<file path="src/itt_pkg.sv">
`timescale 1ns / 1ps
package itt_pkg;

  localparam int SLOT_W = 6;

  localparam logic [1:0] ACT_TICK  = 2'd0;
  localparam logic [1:0] ACT_SET   = 2'd1;
  localparam logic [1:0] ACT_CLEAR = 2'd2;

  localparam logic [1:0] KIND_SET   = 2'd0;
  localparam logic [1:0] KIND_FIRED = 2'd1;
  localparam logic [1:0] KIND_FULL  = 2'd2;

  typedef struct packed {
    logic [SLOT_W-1:0] slot;
    logic [7:0]        arg;
    logic [12:0]       period;
    logic [15:0]       remaining;
    logic [31:0]       due;
  } entry_t;

  typedef enum logic [1:0] {
    CELL_HOLD,
    CELL_INSERT,
    CELL_SHIFT
  } cell_op_e;

  typedef struct packed {
    cell_op_e          op;
    logic              append;
    logic [SLOT_W-1:0] wpos;
    entry_t            proc;
  } cell_ctrl_t;

endpackage

</file>
<file path="src/itt_cell.sv">
`timescale 1ns / 1ps
module itt_cell
  import itt_pkg::*;
#(
  parameter int INDEX = 0
) (
  input  logic       clk_i,
  input  cell_ctrl_t ctrl_i,
  input  entry_t     prev_i,
  input  entry_t     next_i,
  output entry_t     entry_o
);

  entry_t entry_q;

  always_ff @(posedge clk_i) begin
    unique case (ctrl_i.op)
      CELL_INSERT: entry_q <= prev_i;
      CELL_SHIFT: begin
        // surviving head item re-enters at the end of the queue
        if (ctrl_i.append && ctrl_i.wpos == SLOT_W'(INDEX)) entry_q <= ctrl_i.proc;
        else entry_q <= next_i;
      end
      default: entry_q <= entry_q;
    endcase
  end

  assign entry_o = entry_q;

endmodule

</file>
<file path="config.mk">
export PLATFORM = sky130hd
export DESIGN_NAME = itt_cell
export DESIGN_NICKNAME = d
export VERILOG_FILES = /design/src/itt_pkg.sv /design/src/itt_cell.sv
export SDC_FILE = /design/constraint.sdc
export NUM_CORES = 1
export LEC_CHECK = 0
export BUFFER_PORTS_ARGS = -buffer_cell sky130_fd_sc_hd__buf_2
export CAP_MARGIN = 20
export CORE_AREA = 2 2 119 121
export CTS_CLUSTER_SIZE = 20
export DETAILED_ROUTE_END_ITERATION = 10
export DIE_AREA = 0 0 121 123
export PLACE_DENSITY_LB_ADDON = 0.12
export REMOVE_ABC_BUFFERS = 1
export SLEW_MARGIN = 20
export SYNTH_ARGS = -nofsm -noshare
export SYNTH_HDL_FRONTEND = slang
export SYNTH_SLANG_ARGS = --single-unit
</file>
<file path="constraint.sdc">
create_clock -name clk_i -period 3.6 [get_ports clk_i]
set_input_delay 0 -clock clk_i [delete_from_list [all_inputs] [get_ports clk_i]]
set_output_delay 0 -clock clk_i [all_outputs]
set_load 0.05 [all_outputs]
</file>
==> run_results.csv, run 1 <==
group,metric,value,unit
power,seqPwrFrac,0.381,
status,status,"finished, final reports clean",
clock_network,cts_buffers,9,
die,initial_utilization,0.3280,
synthesis,synth_area,0.004464,sq mm
routing,dr.pass1.iters,5,
place,io_buffers,309,
power,p_leak,3.169,nW
die,die_area,0.01488,sq mm
global_route,antenna_found_initial,0,
flow_run,maxCapViolations,0,
min_path,hold_depth,3,
timing,setup_tns,0,ns
timing,fin_crit_sh,0.5095,
timing,hold_viol,0,
power,p_comb_frac,0.326,
die,rows,43,
timing,timing.final.ws_setup,1.766,ns
power,p_sw,1.069,mW
synthesis,synth_seq_cells,75,
setup_path,startpoint_type,"input pin",
die,io_pins,310,
finish,final_cell_mix,"309 x buf_2, 76 x nor2_1, 75 x o21ai_0, 75 x edfxtp_1, 65 x inv_1",
clock_network,cts_hold_buf,47,
timing,max_freq,0.5452,GHz
power,p_int,1.933,mW
setup_path,slowest_delay,0.87,ns
global_route,grt_pass1_wl,22280,um
timing,tightest_slew,0.9901,ns
synthesis,avgSynthCellArea,8.982,sq um
global_route,grt_max_degree,151,
routing,drtIter0Drc,256,
timing,min_period,1.834,ns
clock_network,clk_pin_slew,0.06,ns
timing,max-slew-margin-rel,0.3400,
timing,setup_violations,0,
synthesis,synth.distinct_cells,16,
finish,drive_above_1_share,0.4017,
finish,n_fill_cell,1310,
setup_path,critical_path_class,"in -> reg",
timing,rsz0062_at_grt,"no",
clock_network,clock_sinks,75,
routing,wirelength,15220,um
finish,largest_reg_flops,75,
routing,vias,4880,
die,die_x,121,um
place,hpwlAfterDp,10290,um
routing,ant_nets,0,
min_path,holdCritPathClass,"in -> reg",
setup_path,crit_buf_inv,2,
place,gp_congestion,0.7989,
synthesis,syn_inst,497,
place,place_worst_setup_slack,1.480,ns
clock_network,cts_tree,"built",
die,core-area,0.01361,sq mm
clock_network,post-cts-setup-buffers,0,
routing,post-route-drc-count,0,
clock_network,ctsResizeCount,0,
global_route,grt_pass1_vias,4689,
setup_path,path_delay_family,"simple AND/OR/NAND/NOR gates",
routing,wl_per_cell,15.14,um
finish,finalNetCount,1055,
power,p_sw_frac,0.3561,
power,pwr_density_cell,437.5,mW/mm^2
clock_network,cts_max_path_buffers,2,
setup_path,critPathMaxFanout,85,
setup_path,critPathSlowestCell,"or4b_4",
global_route,gr-total-overflow,0,
setup_path,cp.depth,5,
setup_path,required,3.78,ns
setup_path,cp.arrival,2.01,ns
power,clkPwrFrac,0.292,
setup_path,crit_chain,"buf_2 -> or4b_4 -> buf_4 -> o31a_1 -> a21oi_1",
timing,drv_slew,0,
finish,final_common_cell,"buf_2",
global_route,gr-usage-all-layers,0.1899,
die,die_y,123,um
power,vdd_drop_max,175.0,uV
clock_network,h-tree-depth,3,
clock_network,clockRootBuffer,"clkbuf_16",
setup_path,cp-end-kind,"register",
synthesis,synth_warnings,0,
routing,routed_via_density,4.856,
synthesis,synth_seq_area_share,0.5045,
finish,areaGrowthSynthToFinish,53.73,%
Yosys cell counts:
library cell | number | area (sq um)
nor4b_1 | 1 | 8.760
clkbuf_1 | 45 | 168.9
o31a_1 | 64 | 560.5
or4b_4 | 1 | 13.76
buf_2 | 2 | 10.01
or3_1 | 1 | 6.260
a31oi_1 | 11 | 68.82
o21ai_0 | 75 | 375.4
ha_1 | 1 | 12.51
edfxtp_1 | 75 | 2252
nand4b_1 | 11 | 96.34
buf_1 | 1 | 3.750
a21oi_1 | 64 | 320.3
inv_1 | 66 | 247.7
nor2_1 | 76 | 285.3
buf_6 | 3 | 33.78
logic make-up after synthesis:
logic type	after synthesis	synth area share
AO/OA/AOI/OAI	214	0.2968
adder cells (fa/ha/maj)	1	0.002802
buffers and inverters	117	0.1040
flip-flops	75	0.5045
AND/OR/NAND/NOR	90	0.09193
power by group through the flow:
| stage | logic [mW] | registers [mW] | clock network, mW |
|---|---|---|---|
| finish | 0.980 | 1.14 | 0.878 |
| floorplan | 0.188 | 1.62 | 0 |
| global route | 1.04 | 1.16 | 0.929 |
| CTS | 0.984 | 1.15 | 0.902 |
| detailed placement | 0.943 | 1.16 | 0 |
| global placement | 0.936 | 1.16 | 0 |
cell type report:
| class | count | area (sq um) | area share |
|---|---|---|---|
| inverters | 66 | 249.0 | 0.03628 |
| flip-flops and latches | 75 | 2252 | 0.3282 |
| clock inverters | 3 | 38.79 | 0.005652 |
| clock buffers | 13 | 240.2 | 0.03500 |
| multi-input cells | 305 | 1780 | 0.2594 |
| well taps | 180 | 225.2 | 0.03282 |
| repair buffers | 362 | 2074 | 0.3023 |
| diodes | 1 | 2.502 | 0.0003646 |
worst paths after layout:
kind | slack [ns] | start | to
min | 0.007 | prev_i[66] | entry_o[66]
max | 1.77 | ctrl_i[79] | entry_o[16]
through the flow:
step | instance area (sq um) | power (mW) | instances | hold slack [ns] | utilization
floorplan | 4248 | 1.809 | 446 | 0.2250 | -
global route | 6860 | 3.126 | 1004 | 0.006431 | 0.5040
detailed placement | 6102 | 2.106 | 941 | 0.3208 | 0.4483
finish | 6863 | 3.003 | 1005 | 0.006790 | 0.5042
CTS | 6852 | 3.032 | 1004 | 0.0003551 | 0.5034
global placement | 6102 | 2.094 | 941 | 0.3090 | 0.4483
worst min-delay path: stages:
cell and delay [ns]:
buf_2 0.08, nor2_1 0.03, a21oi_1 0.11
layer usage:
| layer | global-route usage | vias to the layer above | part of all wire | wire [um] |
|---|---|---|---|---|
| li1 | - | 2422 | - | - |
| met1 | 0.2048 | 2208 | 0.38 | 5837 |
| met2 | 0.3350 | 216 | 0.50 | 7652 |
| met3 | 0.05950 | 34 | 0.087 | 1323 |
| met4 | 0.09738 | 0 | 0.027 | 405 |
| met5 | 0 | - | 0 | 0 |
(Power assumes the default switching activity.)
==> run 2, diff against run 1 <==
--- a/config.mk
+++ b/config.mk
@@ -5,12 +5,13 @@
 export SDC_FILE = /design/constraint.sdc
 export NUM_CORES = 1
 export LEC_CHECK = 0
+export ABC_AREA = 1
 export BUFFER_PORTS_ARGS = -buffer_cell sky130_fd_sc_hd__buf_2
 export CAP_MARGIN = 20
-export CORE_AREA = 2 2 119 121
+export CORE_AREA = 2 2 121 123
 export CTS_CLUSTER_SIZE = 20
 export DETAILED_ROUTE_END_ITERATION = 10
-export DIE_AREA = 0 0 121 123
+export DIE_AREA = 0 0 123 125
 export PLACE_DENSITY_LB_ADDON = 0.12
 export REMOVE_ABC_BUFFERS = 1
 export SLEW_MARGIN = 20
==> constraint.sdc (replaced) <==
create_clock -name clk_i -period 1.5 [get_ports clk_i]
set_input_delay 0 -clock clk_i [delete_from_list [all_inputs] [get_ports clk_i]]
set_output_delay 0 -clock clk_i [all_outputs]
set_load 0.05 [all_outputs]
==> run 2 against run 1 <==
Against the previous run: setup slack got worse by 1.2 ns; global-route usage increased by 0.82 points; area after synthesis increased by 6.4%; flip-flop and latch count unchanged; design area increased by 11%; sequential share of layout area decreased by 3.1 points; utilization increased by 3.0 points; clock power increased to 2.9 times the previous value; power increased to 2.6 times the previous value; critical path depth decreased by 4; routed wire length increased by 1.3%; count of clock-buffer cells in the layout decreased by 4.
==> run_results.csv, run 2 <==
group,metric,value,unit
clock_network,cts_tree,"built",
clock_network,ctsResizeCount,0,
setup_path,crit_buf_inv,1,
setup_path,critPathMaxFanout,1,
flow_run,maxCapViolations,0,
synthesis,synth.distinct_cells,13,
clock_network,cts_hold_buf,75,
timing,hold_viol,0,
finish,multi_input_area,0.001669,sq mm
clock_network,clockRootBuffer,"clkbuf_16",
synthesis,synthTopCellsByArea,"edfxtp_1 47%, nand2_1 18%, nand3_1 16%",
routing,vias,5325,
clock_network,cts_buffers,9,
finish,finalNetCount,1262,
timing,setup_violations,0,
timing,setup_tns,0,ns
setup_path,path_delay_family,"flip-flops",
synthesis,synth-edff-count,75,
setup_path,cp.arrival,0.94,ns
global_route,grt_max_degree,76,
die,die_x,123,um
timing,drv_slew,0,
die,rows,44,
finish,seqCellArea,0.002252,sq mm
place,gp_congestion,0.7787,
routing,dr.pass1.iters,4,
place,io_buffers,309,
finish,final_cell_area,0.007589,sq mm
timing,tightest_slew,0.4049,ns
clock_network,cts_max_path_buffers,2,
place,placed_area,0.006484,sq mm
min_path,holdCritPathClass,"in -> reg",
place,hpwlAfterDp,10770,um
clock_network,clk_pin_slew,0.06,ns
synthesis,syn_inst,661,
routing,routed_via_density,4.386,
global_route,gr-total-overflow,0,
die,io_pins,310,
timing,rsz0062_at_grt,"no",
global_route,grt_pass1_vias,5174,
timing,max-slew-margin-rel,0.7301,
synthesis,async_reset_ff_frac,0,
routing,wl_per_cell,12.70,um
setup_path,crit_chain,"buf_2",
routing,ant_nets,0,
setup_path,cp-end-kind,"output pin",
synthesis,avgSynthCellArea,7.185,sq um
finish,n_fill_cell,1425,
setup_path,crit_path_end,"entry_o[70]",
synthesis,synth_warnings,0,
synthesis,synth_area,0.004750,sq mm
finish,final_cell_mix,"309 x buf_2, 231 x nand2_1, 156 x inv_1",
power,pwr_density_cell,1023,mW/mm^2
global_route,grt_pass1_wl,23950,um
die,die_y,125,um
synthesis,synth_top_area_frac,0.4742,
finish,drive_above_1_share,0.3301,
finish,largest_reg_flops,75,
clock_network,clock_sinks,75,
finish,antennaDiodeCount,0,
setup_path,startpoint_type,"register",
clock_network,post-cts-setup-buffers,0,
setup_path,cp.depth,1,
finish,areaGrowthSynthToFinish,59.77,%
die,initial_utilization,0.3344,
timing,min_period,0.9384,ns
finish,final_common_cell,"buf_2",
setup_path,slowest_delay,0.33,ns
die,die_area,0.01538,sq mm
setup_path,critPathSlowestCell,"edfxtp_1",
setup_path,startpoint,"entry_o[70]",
synthesis,synth_seq_cells,75,
finish,fin_cells,1214,
min_path,min_from,"next_i[19]",
routing,post-route-drc-count,0,
synthesis,synth_most_common_cell,"nand2_1",
synthesis,synthTopCellsByCount,"232 x nand2_1, 158 x inv_1, 150 x nand3_1",
synthesis,synth-main-ff-cell,"edfxtp_1",
die,core-area,0.01420,sq mm
power,vdd_drop_max,450.6,uV
clock_network,h-tree-depth,3,
setup_path,critical_path_class,"reg -> out",
place,dp_cells,1124,
status,status,"finished, final reports clean",
routing,drtIter0Drc,204,
power,p_leak,4.343,nW
timing,max_freq,1.066,GHz
global_route,antenna_found_initial,0,
synthesis,synth_seq_area_share,0.4742,
routing,wirelength,15420,um
timing,fin_crit_sh,0.6256,
global_route,gr-usage-all-layers,0.1980,
synthesis,synth_top_area_cell,"edfxtp_1",
setup_path,required,1.50,ns
-- run 2: changes by cell type after synthesis, sizes merged, moves of 27 or more --
cell,previous run,this run
clkbuf,45,7
inv,66,159
o21ai,75,0
nand2,0,232
buf,6,33
nand3,0,150
o31a,64,0
nor2,76,4
a21oi,64,0
-- run 2: logic make-up (layout without fill, tap and decap cells) --
kind of cell             count (synthesis)  in the layout  synth area share
adder cells (fa/ha/maj)                  1              1          0.002634
buffers and inverters                  199            568            0.1776
AND/OR/NAND/NOR                        386            386            0.3456
flip-flops                              75             75            0.4742
-- run 2: through the flow --
stage	total power, mW	worst slack [ns]	hold slack, ns	utilization
after floorplan	4.303	-1.703	0.1859	-
after global placement	5.083	0.3338	0.2737	0.4565
after detailed placement	5.085	0.3336	0.2751	0.4565
after CTS	7.855	0.5389	0.02060	0.5343
after global routing	8.098	0.5243	0.04732	0.5343
final	7.764	0.5616	0.03680	0.5343
-- run 2: metal layers --
layer	wire, um	vias up	global-route usage
met5	0	-	0
met4	423	0	0.09091
met3	1213	28	0.04745
met2	7876	206	0.3624
met1	5909	2339	0.2111
li1	-	2752	-
-- run 2: cell type report --
type,count,area share
clock inverter,6,0.01698
sequential,75,0.2968
clock buffer,9,0.02968
multi-input combinational,387,0.2200
inverter,159,0.07881
timing repair buffer,394,0.3275
tap,184,0.03034
-- run 2: report_power, final --
group | internal [mW] | switching, mW
clock | 1.78 | 0.813
combinational | 0.731 | 1.71
sequential | 2.67 | 0.0610
-- run 2: worst min path at each step --
stage / to / depth (start not counted)
after global routing: entry_o[19] / 5
final: entry_o[19] / 5
after CTS: entry_o[38] / 5
after floorplan: entry_o[0] / 2
after global placement: entry_o[22] / 3
after detailed placement: entry_o[38] / 3
